--- config.mk ---
export PLATFORM = sky130hd
export DESIGN_NAME = touch_contact_hold_and_scale
export DESIGN_NICKNAME = d
export VERILOG_FILES = /design/src/rtl/tchs_pkg.sv /design/src/rtl/tchs_axis.sv /design/src/rtl/touch_contact_hold_and_scale.sv
export SDC_FILE = /design/constraint.sdc
export NUM_CORES = 1
export LEC_CHECK = 0
export ABC_AREA = 1
export ABC_CLOCK_PERIOD_IN_PS = 4600
export BUFFER_PORTS_ARGS = -buffer_cell sky130_fd_sc_hd__buf_2
export CORE_UTILIZATION = 48
export CTS_CLUSTER_DIAMETER = 50
export DETAILED_ROUTE_END_ITERATION = 8
export PLACE_DENSITY = 0.74
export REMOVE_ABC_BUFFERS = 1
export SYNTH_ARGS = -nofsm -noshare
export SYNTH_HDL_FRONTEND = slang
export SYNTH_SLANG_ARGS = --single-unit
--- constraint.sdc ---
create_clock -name clock -period 4.6 [get_ports clock]
set_input_delay 0.23 -clock clock [delete_from_list [all_inputs] [get_ports clock]]
set_output_delay 0.23 -clock clock [all_outputs]
set_load 0.005 [all_outputs]
--- src/rtl/tchs_pkg.sv ---
// Package for the touch contact hold-and-scale block.
// Holds field widths, display constants, register indexes, poll codes and shared types.
// No dependencies.
package tchs_pkg;

   localparam int RAW_W   = 12;
   localparam int POS_W   = 9;
   localparam int STALE_W = 8;
   localparam int CNT_W   = 4;
   localparam int CSR_IDX_W = 2;

   localparam logic [RAW_W-1:0] DISPLAY_WIDTH  = 12'd480;
   localparam logic [RAW_W-1:0] DISPLAY_HEIGHT = 12'd272;
   localparam logic [RAW_W-1:0] POS_LIMIT      = 12'd511;
   localparam logic [STALE_W-1:0] STALE_MAX    = 8'd255;

   localparam logic [RAW_W-1:0]   SENSOR_WIDTH_RST  = 12'd480;
   localparam logic [RAW_W-1:0]   SENSOR_HEIGHT_RST = 12'd272;
   localparam logic [STALE_W-1:0] STALE_LIMIT_RST   = 8'd40;

   localparam logic [CNT_W-1:0] STEP_LAST = CNT_W'(RAW_W - 1);

   typedef enum logic [CSR_IDX_W-1:0] {
      CSR_SENSOR_WIDTH  = 2'd0,
      CSR_SENSOR_HEIGHT = 2'd1,
      CSR_STALE_LIMIT   = 2'd2
   } csr_index_type;

   typedef enum logic [1:0] {
      POLL_READ    = 2'd0,
      POLL_RELEASE = 2'd1,
      POLL_STALE   = 2'd2
   } poll_status_type;

   typedef struct packed {
      logic             done;
      logic [POS_W-1:0] pos;
   } axis_result_type;

endpackage

--- src/rtl/tchs_axis.sv ---
// One coordinate lane: bit-serial shift-add multiply by the display size,
// then a restoring divide by the sensor resolution, one bit per cycle.
// Depends on tchs_pkg.
module tchs_axis
   import tchs_pkg::*;
(
   input  logic             clock,
   input  logic             reset,
   input  logic             start,
   input  logic [RAW_W-1:0] raw,
   input  logic [RAW_W-1:0] res,
   input  logic [RAW_W-1:0] disp,
   output axis_result_type  result
);

   typedef enum logic [2:0] {
      AX_IDLE = 3'b001,
      AX_MUL  = 3'b010,
      AX_DIV  = 3'b100
   } axis_phase_type;

   axis_phase_type     phase_ff, phase_in;
   logic [CNT_W-1:0]   cnt_ff, cnt_in;
   logic [RAW_W-1:0]   mpl_ff, mpl_in;
   logic [2*RAW_W-1:0] acc_ff, acc_in;
   logic [RAW_W-1:0]   res_ff, res_in;
   logic               sat_ff, sat_in;
   logic               done_ff, done_in;

   logic [RAW_W:0]     div_top;
   logic [RAW_W:0]     div_diff;
   logic               div_ge;
   logic [RAW_W-1:0]   quot;

   // partial remainder with the next dividend bit appended
   assign div_top  = {acc_ff[2*RAW_W-1:RAW_W], acc_ff[RAW_W-1]};
   assign div_ge   = div_top >= {1'b0, res_ff};
   assign div_diff = div_top - {1'b0, res_ff};

   always_comb begin
      phase_in = phase_ff;
      cnt_in   = cnt_ff;
      mpl_in   = mpl_ff;
      acc_in   = acc_ff;
      res_in   = res_ff;
      sat_in   = sat_ff;
      done_in  = done_ff;
      case (phase_ff)
         AX_IDLE: begin
            if (start) begin
               mpl_in   = raw;
               acc_in   = '0;
               res_in   = res;
               sat_in   = (res == '0) || (raw >= res);
               cnt_in   = '0;
               done_in  = 1'b0;
               phase_in = AX_MUL;
            end
         end
         AX_MUL: begin
            // shift-add, multiplier bits MSB first
            acc_in = {acc_ff[2*RAW_W-2:0], 1'b0}
                     + (mpl_ff[RAW_W-1] ? {{RAW_W{1'b0}}, disp} : '0);
            mpl_in = {mpl_ff[RAW_W-2:0], 1'b0};
            cnt_in = cnt_ff + 1'b1;
            if (cnt_ff == STEP_LAST) begin
               cnt_in   = '0;
               phase_in = AX_DIV;
            end
         end
         AX_DIV: begin
            // remainder stays below res, so it fits the upper half
            acc_in = {(div_ge ? div_diff[RAW_W-1:0] : div_top[RAW_W-1:0]),
                      acc_ff[RAW_W-2:0], div_ge};
            cnt_in = cnt_ff + 1'b1;
            if (cnt_ff == STEP_LAST) begin
               cnt_in   = '0;
               done_in  = 1'b1;
               phase_in = AX_IDLE;
            end
         end
         default: begin
            phase_in = AX_IDLE;
         end
      endcase
   end

   always_ff @(posedge clock) begin
      if (reset) begin
         phase_ff <= AX_IDLE;
         cnt_ff   <= '0;
         done_ff  <= 1'b0;
      end else begin
         phase_ff <= phase_in;
         cnt_ff   <= cnt_in;
         done_ff  <= done_in;
      end
   end

   always_ff @(posedge clock) begin
      mpl_ff <= mpl_in;
      acc_ff <= acc_in;
      res_ff <= res_in;
      sat_ff <= sat_in;
   end

   // out of range raw snaps to the display edge, then clamp to the field
   assign quot        = sat_ff ? disp : acc_ff[RAW_W-1:0];
   assign result.done = done_ff && (phase_ff == AX_IDLE);
   assign result.pos  = (quot > POS_LIMIT) ? POS_LIMIT[POS_W-1:0] : quot[POS_W-1:0];

endmodule

--- src/rtl/touch_contact_hold_and_scale.sv ---
// Top level of the touch contact hold-and-scale block: control registers,
// poll sequencing, contact/stale tracking and the result register.
// Depends on tchs_pkg and tchs_axis.
//
//   channel | ports                                   | direction
//   req     | req_valid req_stall req_poll_status/raw | in
//   rsp     | rsp_valid rsp_stall rsp_pressed/x/y_pos | out
//   csr     | csr_write_en csr_index csr_wdata        | in
//
// A point read goes from acceptance to the result register through accept,
// 12 shift-add steps and 12 restoring-divide steps in each axis lane, which
// run side by side, and finish. Any other poll goes from accept to finish.
// Reset is synchronous and loads the register defaults and clears the contact.
// A new transaction is taken while the previous result waits on rsp_stall; it
// then holds in its finish step until the result register frees up.
module touch_contact_hold_and_scale
   import tchs_pkg::*;
(
   input  logic                 clock,
   input  logic                 reset,

   input  logic                 req_valid,
   output logic                 req_stall,
   input  logic [1:0]           req_poll_status,
   input  logic [RAW_W-1:0]     req_raw_x,
   input  logic [RAW_W-1:0]     req_raw_y,

   output logic                 rsp_valid,
   input  logic                 rsp_stall,
   output logic                 rsp_pressed,
   output logic [POS_W-1:0]     rsp_x_pos,
   output logic [POS_W-1:0]     rsp_y_pos,

   input  logic                 csr_write_en,
   input  logic [CSR_IDX_W-1:0] csr_index,
   input  logic [RAW_W-1:0]     csr_wdata
);

   typedef enum logic [2:0] {
      ST_IDLE   = 3'b001,
      ST_CALC   = 3'b010,
      ST_FINISH = 3'b100
   } state_type;

   state_type            state_ff, state_in;
   logic [1:0]           status_ff, status_in;
   logic [RAW_W-1:0]     sens_w_ff, sens_h_ff;
   logic [STALE_W-1:0]   stale_limit_ff;

   logic                 contact_ff, contact_in;
   logic [POS_W-1:0]     held_x_ff, held_x_in;
   logic [POS_W-1:0]     held_y_ff, held_y_in;
   logic [STALE_W-1:0]   stale_ff, stale_in;

   logic                 rsp_valid_ff, rsp_valid_in;
   logic                 rsp_pressed_ff;
   logic [POS_W-1:0]     rsp_x_ff, rsp_y_ff;

   logic                 req_fire;
   logic                 fin_fire;
   logic                 start;
   logic [STALE_W-1:0]   stale_inc;
   axis_result_type      ax_x, ax_y;

   assign req_stall = (state_ff != ST_IDLE);
   assign req_fire  = req_valid && !req_stall;
   assign fin_fire  = (state_ff == ST_FINISH) && (!rsp_valid_ff || !rsp_stall);
   assign start     = req_fire && (req_poll_status == POLL_READ);

   tchs_axis u_axis_x (
      .clock  (clock),
      .reset  (reset),
      .start  (start),
      .raw    (req_raw_x),
      .res    (sens_w_ff),
      .disp   (DISPLAY_WIDTH),
      .result (ax_x)
   );

   tchs_axis u_axis_y (
      .clock  (clock),
      .reset  (reset),
      .start  (start),
      .raw    (req_raw_y),
      .res    (sens_h_ff),
      .disp   (DISPLAY_HEIGHT),
      .result (ax_y)
   );

   always_comb begin
      state_in  = state_ff;
      status_in = status_ff;
      case (state_ff)
         ST_IDLE: begin
            if (req_fire) begin
               status_in = req_poll_status;
               state_in  = (req_poll_status == POLL_READ) ? ST_CALC : ST_FINISH;
            end
         end
         ST_CALC: begin
            if (ax_x.done && ax_y.done) begin
               state_in = ST_FINISH;
            end
         end
         ST_FINISH: begin
            if (fin_fire) begin
               state_in = ST_IDLE;
            end
         end
         default: begin
            state_in = ST_IDLE;
         end
      endcase
   end

   assign stale_inc = (stale_ff == STALE_MAX) ? stale_ff : stale_ff + 1'b1;

   always_comb begin
      contact_in = contact_ff;
      held_x_in  = held_x_ff;
      held_y_in  = held_y_ff;
      stale_in   = stale_ff;
      if (fin_fire) begin
         case (status_ff)
            POLL_READ: begin
               contact_in = 1'b1;
               held_x_in  = ax_x.pos;
               held_y_in  = ax_y.pos;
               stale_in   = '0;
            end
            POLL_RELEASE: begin
               contact_in = 1'b0;
               stale_in   = '0;
            end
            default: begin
               // stale poll: count, and drop the contact past the limit
               stale_in = stale_inc;
               if (stale_inc > stale_limit_ff) begin
                  contact_in = 1'b0;
               end
            end
         endcase
      end
   end

   assign rsp_valid_in = fin_fire || (rsp_valid_ff && rsp_stall);

   always_ff @(posedge clock) begin
      if (reset) begin
         state_ff       <= ST_IDLE;
         contact_ff     <= 1'b0;
         held_x_ff      <= '0;
         held_y_ff      <= '0;
         stale_ff       <= '0;
         rsp_valid_ff   <= 1'b0;
         sens_w_ff      <= SENSOR_WIDTH_RST;
         sens_h_ff      <= SENSOR_HEIGHT_RST;
         stale_limit_ff <= STALE_LIMIT_RST;
      end else begin
         state_ff     <= state_in;
         contact_ff   <= contact_in;
         held_x_ff    <= held_x_in;
         held_y_ff    <= held_y_in;
         stale_ff     <= stale_in;
         rsp_valid_ff <= rsp_valid_in;
         if (csr_write_en) begin
            case (csr_index)
               CSR_SENSOR_WIDTH:  sens_w_ff      <= csr_wdata;
               CSR_SENSOR_HEIGHT: sens_h_ff      <= csr_wdata;
               CSR_STALE_LIMIT:   stale_limit_ff <= csr_wdata[STALE_W-1:0];
               default: begin
               end
            endcase
         end
      end
   end

   always_ff @(posedge clock) begin
      status_ff <= status_in;
      if (fin_fire) begin
         rsp_pressed_ff <= contact_in;
         rsp_x_ff       <= held_x_in;
         rsp_y_ff       <= held_y_in;
      end
   end

   assign rsp_valid   = rsp_valid_ff;
   assign rsp_pressed = rsp_pressed_ff;
   assign rsp_x_pos   = rsp_x_ff;
   assign rsp_y_pos   = rsp_y_ff;

`ifndef NO_ASSERTIONS
   a_onehot_state: assert property (@(posedge clock) disable iff (reset)
      $onehot(state_ff))
      else $error("sequencer state not one-hot");

   a_lanes_done: assert property (@(posedge clock) disable iff (reset)
      (state_ff == ST_FINISH && status_ff == POLL_READ) |-> (ax_x.done && ax_y.done))
      else $error("finish on a point read before both lanes are done");

   a_accept_busy: assert property (@(posedge clock) disable iff (reset)
      req_fire |=> (state_ff != ST_IDLE))
      else $error("accepted transaction did not leave idle");

   a_read_presses: assert property (@(posedge clock) disable iff (reset)
      (fin_fire && status_ff == POLL_READ) |=> (rsp_valid && rsp_pressed))
      else $error("point read did not report a press");
`endif

endmodule
Word level (Yosys, flattened, before mapping)

Index checks and enable logic that the tools add are counted.

Reduce and logical (&&, ||, !) cells: 47
Equal/unequal tests: 25
Mux-type cells: 46
$lt $le $gt $ge: 7
Add/subtract/negate cells: 7

Operators with widths:

| kind                  | number |
|---|---|
| $pmux W24 S3          | 2 |
| $mux W12              | 6 |
| $mux W9               | 8 |
| $add A24 B24 Y24      | 2 |
| $pmux W12 S2          | 2 |
| $mux W3               | 9 |
| $pmux W3 S3           | 3 |
| $ge A13 B12 Y1        | 2 |
| $ge A12 B12 Y1        | 2 |
| $gt A12 B9 Y1 const B | 2 |
| $logic_not A12 Y1     | 2 |
| $mux W24              | 1 |
| $reduce_and A2 Y1     | 12 |
| $sub A12 B12 Y12      | 2 |
| $mux W8               | 2 |
| $pmux W4 S2           | 2 |
| $reduce_and A3 Y1     | 5 |
| $mux W4               | 3 |
| $reduce_bool A2 Y1    | 6 |
| $ne A2 B2 Y1 const B  | 5 |
| $eq A3 B1 Y1 const B  | 3 |
| $eq A3 B2 Y1 const B  | 3 |
| $eq A3 B3 Y1 const B  | 3 |
| $add A4 B1 Y4 const B | 2 |
| 16 further kinds      | 43 |

Flip-flop bits (word level): 198
Output and inout bits: 21
Logic and storage cells: 159

Depth between registers and ports, before layout

Word-level depth: 6
Gate-level depth with buffers: 19
Mapped depth without buffers: 19

By module

From an unflattened synthesis, not the netlist that was laid out.

Cells, all modules: 1,835
Area, all modules: 13,223.9 um2

Modules (own cells, without submodules):

| module                       | area an instance (um2) | cells each | sequential area each (um2) | times used |
|---|---|---|---|---|
| tchs_axis at u_axis_x        | 4,857.2                | 700        | 1,631.6                    | 1 |
| tchs_axis at u_axis_y        | 4,804.6                | 702        | 1,631.6                    | 1 |
| touch_contact_hold_and_scale | 3,562.2                | 433        | 1,891.8                    | 1 |

Worst setup path before layout

No wires, ideal clock.

Kind: reg2reg
Start: register stale_ff[0]
End: register rsp_pressed_ff (netlist: rsp_pressed) (data pin)
Data arrival time: 1.855 ns
Slack: 2.489 ns
Stages on the path, launching flop included: 17
Period minus slack after synthesis: 2.111 ns
Library setup time: 0.256 ns
Path through: dfxtp_1 ha_1 nand2_1 inv_1 nand4_2 nand3_1 xnor2_1 ha_1 nand2_1 nor2_1 nand2_1 nand2_1 nand2_1 nand2_1 nand2_1 nand2_1 nand2_1

Cells in the longest elaborated chain, start to end: 6
Elaborated cells on any way between the ends: 7

Ends and longest elaborated chain:

| element                                              | line                                | source |
|---|---|---|
| start: declaration                                   | touch_contact_hold_and_scale.sv:53  | `logic [STALE_W-1:0] stale_ff, stale_in;` |
| start signal: assignment                             | touch_contact_hold_and_scale.sv:164 | `stale_ff <= stale_in;` |
| $add A8 B1 Y8 / $eq A8 B8 Y1 (equally long branches) | touch_contact_hold_and_scale.sv:116 | `assign stale_inc = (stale_ff == STALE_MAX) ? stale_ff : stale_ff + 1'b1;` |
| $mux W8 (*)                                          | touch_contact_hold_and_scale.sv:116 |  |
| $gt A8 B8 Y1 (*)                                     | touch_contact_hold_and_scale.sv:138 | `if (stale_inc > stale_limit_ff) begin` |
| $mux W1 (*)                                          | touch_contact_hold_and_scale.sv:138 |  |
| $pmux W1 S2 (*)                                      | touch_contact_hold_and_scale.sv:124 | `case (status_ff)` |
| $mux W1 (*)                                          | touch_contact_hold_and_scale.sv:123 | `if (fin_fire) begin` |
| net contact_in                                       | touch_contact_hold_and_scale.sv:50  | `logic contact_ff, contact_in;` |
| end signal: assignment                               | touch_contact_hold_and_scale.sv:181 | `rsp_pressed_ff <= contact_in;` |
| end: declaration                                     | touch_contact_hold_and_scale.sv:56  | `logic rsp_pressed_ff;` |

The timed path passes the listed nets; every way through them passes the cells marked *.
A chain may end at the register's enable or synchronous reset.

Worst setup path in the final report

Start: register u_axis_x.phase_ff[2]
End: register u_axis_x.acc_ff[22], enable pin

Cells in the longest elaborated chain, start to end: 3
Elaborated cells on any way between the ends: 6

Ends and longest elaborated chain:

| element                                                             | line             | source |
|---|---|---|
| start: declaration                                                  | tchs_axis.sv:22  | `axis_phase_type phase_ff, phase_in;` |
| start signal: assignment                                            | tchs_axis.sv:94  | `phase_ff <= phase_in;` |
| $eq A3 B1 Y1 (tied with other cells)                                | tchs_axis.sv:48  | `case (phase_ff)` |
| $ne A2 B2 Y1 (no line) / $reduce_bool A3 Y1 (equally long branches) | -                |  |
| $reduce_and A2 Y1 (no line) (*)                                     | -                |  |
| end signal: assignment                                              | tchs_axis.sv:102 | `acc_ff <= acc_in;` |
| end: declaration                                                    | tchs_axis.sv:25  | `logic [2*RAW_W-1:0] acc_ff, acc_in;` |

Every way passes the cells marked *; elsewhere a longest branch is shown, timed or not.

==> out/metrics.cfg <==
[timing]
drv_slew = 0
tns_ns = 0
setup_viol = 0
rsz0062_at_grt = no
worstMarginPinSlew_ns = 1.043
fin_crit_sh_pct = 57.13
period_minus_slack_ns = 2.628
hold_viol = 0
finalClockSkew_ns = 0.01851
clock.fmax_ghz = 0.3805
max_slew_margin_pct = 30.37
finalWorstSetupSlack_ns = 1.972

[detailed_routing]
vias_per_cell = 5.302
totalWireLength_um = 25940
drt_iter0_drc = 585
routedWlPerCell_um = 14.38
drc = 0
via_count = 9565
drtPass1Iterations = 5
final_antenna_net_count = 0

[clock_tree]
cts_buffers = 17
clkSlewWorstSetupHoldPaths_ns = 0.08
root_buffer = clkbuf_16
cts.sinks = 198
clockBufferDepth = 2
htreeDepth = 4
cts_tree = yes
clock_latency_ns = 0.44
cts_setup_buffers = 0

[final_layout]
antenna_cells = 0
stdcell_area_mm2 = 0.01268
nets = 1586
syn2layout_area_growth_pct = 10.78
fill_cells = 2205
drive_gt1_share_pct = 11.38
fin_cells = 1804

[global_routing]
grt_pass1_vias = 9027
grt_overflow = 0
grt_usage_pct = 22.08
use_met3_pct = 3.046
grtUsageMet1_pct = 27.31
grt_pass1_wl_um = 42690
top_usage_layer = met2
grt_util_met2_pct = 39.54
antenna_found_initial = 0
grt_max_degree = 41

[pwr]
ir_drop_mv = 0.2648
p_per_area_mw_per_mm2 = 374.8
p_total_w = 0.004753
leakagePower_nw = 5.646

[setup_path]
end_kind = register
path_class = reg2reg
critPathArrivalTime_ns = 2.69
cp_slowest_cell = inv_1
critPathMaxFanout = 24
required_ns = 4.66
start_kind = register
cpMostUsedCell = inv_1
critPathMaxStageDelay_ns = 0.73
path_cells = inv_1, nand3_1, nand2_2, nor2_4, inv_1

[yosys]
synth_edf_count = 119
yosysSeqAreaShare_pct = 45.04
yosys.cell_count.top_type = nand2_1
synth_area_leaders = edfxtp_1 (31%), dfxtp_1 (14%), nand2_1 (12%)
netlist_area_mm2 = 0.01145
ys.flop_type = edfxtp_1
syn_avg_cell_area_um2 = 8.118
netlist.area_leader.share_pct = 31.22
synth.ff_latch_count = 198
yosysUniqueCellTypes = 53
synth_commonest_cells = nand2_1 (378), inv_1 (194), edfxtp_1 (119)
synthCells = 1410
yosysTopAreaCell = edfxtp_1
synthArstFlopShare_pct = 0
yosysWarnings = 0

[floorplanning]
dieArea_mm2 = 0.02447
io_pins = 66
core_mm2 = 0.02340
rows = 56
die_w_um = 156.4
fp.dieH_um = 156.4
start_util_pct = 48.91

[hold_path]
hold_path_class = in2reg

[place]
pre_cts_ws_ns = 1.932
place_inst = 1770
io_buffers = 65
finalWeightedCongestion = 0.9077
place_hpwl_um = 19400
postPlaceCellArea_mm2 = 0.01203

[outcome]
status = complete, no violations

[flow_run]
cap_violations = 0

[report_power, final]
group | switching, W | internal [W]
logic | 0.000677 | 0.000325
clock network | 0.000748 | 0.000837
registers | 0.000112 | 0.00205
total | 0.00154 | 0.00322
[per-layer routing]
layer  vias to the layer above  part of all wire [%]
li1                       4818                     -
met1                      4475                    44
met2                       233                    50
met3                        39                   4.1
met4                         0                   1.9
met5                         -                     0
[path summary, 6_finish.rpt]
check                                          start             endpoint  slack [ns]  cells after the start
worst max-delay path            u_axis_x.phase_ff[2]  u_axis_x.acc_ff[22]        1.97                      5
worst min register to register         sens_h_ff[10]  u_axis_y.res_ff[10]        0.46                      0
worst max register to register  u_axis_x.phase_ff[2]  u_axis_x.acc_ff[22]        1.97                      5
worst min-delay path                    csr_wdata[8]         sens_w_ff[8]        0.04                      3
[sequential cells by signal, indices dropped and copies added (netlist names), 9 cells and up]
signal	count
u_axis_y.mpl_ff	12
sens_h_ff	12
sens_w_ff	12
rsp_x_pos	9
held_x_ff	9
rsp_y_pos	9
u_axis_y.acc_ff	24
u_axis_y.res_ff	12
u_axis_x.acc_ff	24
u_axis_x.res_ff	12
u_axis_x.mpl_ff	12
held_y_ff	9
[layout by cell type (no fill, tap or decap), types with 3 or more instances in the layout]
cell type	netlist	layout
xor2_1	7	7
nand2_2	17	17
a21oi_1	100	100
inv_1	194	194
nor2_1	104	104
edfxtp_1	119	119
xnor2_1	10	10
a211oi_1	10	10
a31oi_1	3	3
nand2_1	378	378
fa_1	3	3
o21ai_2	4	4
o21bai_1	4	4
clkbuf_16	0	17
nor2_4	5	5
inv_6	0	3
nor2_2	3	3
inv_2	9	9
inv_8	0	5
nor3_1	28	28
nand3_4	5	5
buf_2	4	65
o211ai_1	11	11
nand3_2	13	13
nand4_1	26	26
dfxtp_1	79	79
o22ai_1	6	6
nand3_1	73	73
nor4_1	6	6
nand3b_1	8	8
buf_4	1	3
nor3_2	5	5
o21ai_1	13	13
nor3_4	3	3
ha_1	66	66
a21o_1	4	4
o21ai_0	49	49
[cell families (layout without fill, tap and decap cells)]
logic type	Yosys count	after routing	share of synthesized area (%)
DFF	198	198	45.04
adders and majority gates	69	69	7.739
and+or+nand+nor	681	681	27.30
AOI/OAI and AO/OA	213	213	10.52
xor gates and xnor gates	17	17	1.301
buffers and inverters	232	307	8.111
[through the flow]
step	hold slack (ns)	util, %
after global placement	0.4332	51.42
final	0.04077	54.18
after detailed placement	0.4357	51.42
after CTS	0.03324	54.18
after global routing	0.05528	54.18
after floorplan	0.2991	-
[area by class of cell]
cell class,count,area [µm²],share of cell area [%]
sequential,198,5155,40.66
clock buffer,17,425.4,3.355
timing repair buffer,70,367.9,2.901
tap,319,399.1,3.148
multi-input combinational,980,5363,42.29
clock inverter,15,200.2,1.579
inverter,205,769.5,6.069
[critical path, delay by kind of cell, from the launching register on]
| family | cells | cell delay, ns |
|---|---|---|
| AND/OR/NAND/NOR | 3 | 1.12 |
| buffers and inverters | 2 | 0.80 |
| flip-flops | 1 | 0.33 |
[what timing repair did]
action / CTS / global route
hold buffers: 2 / 0
gates resized for setup: 0 / 0
hold endpoints to repair: 2 / 0
No activity file was read; power rests on OpenSTA's default activity.
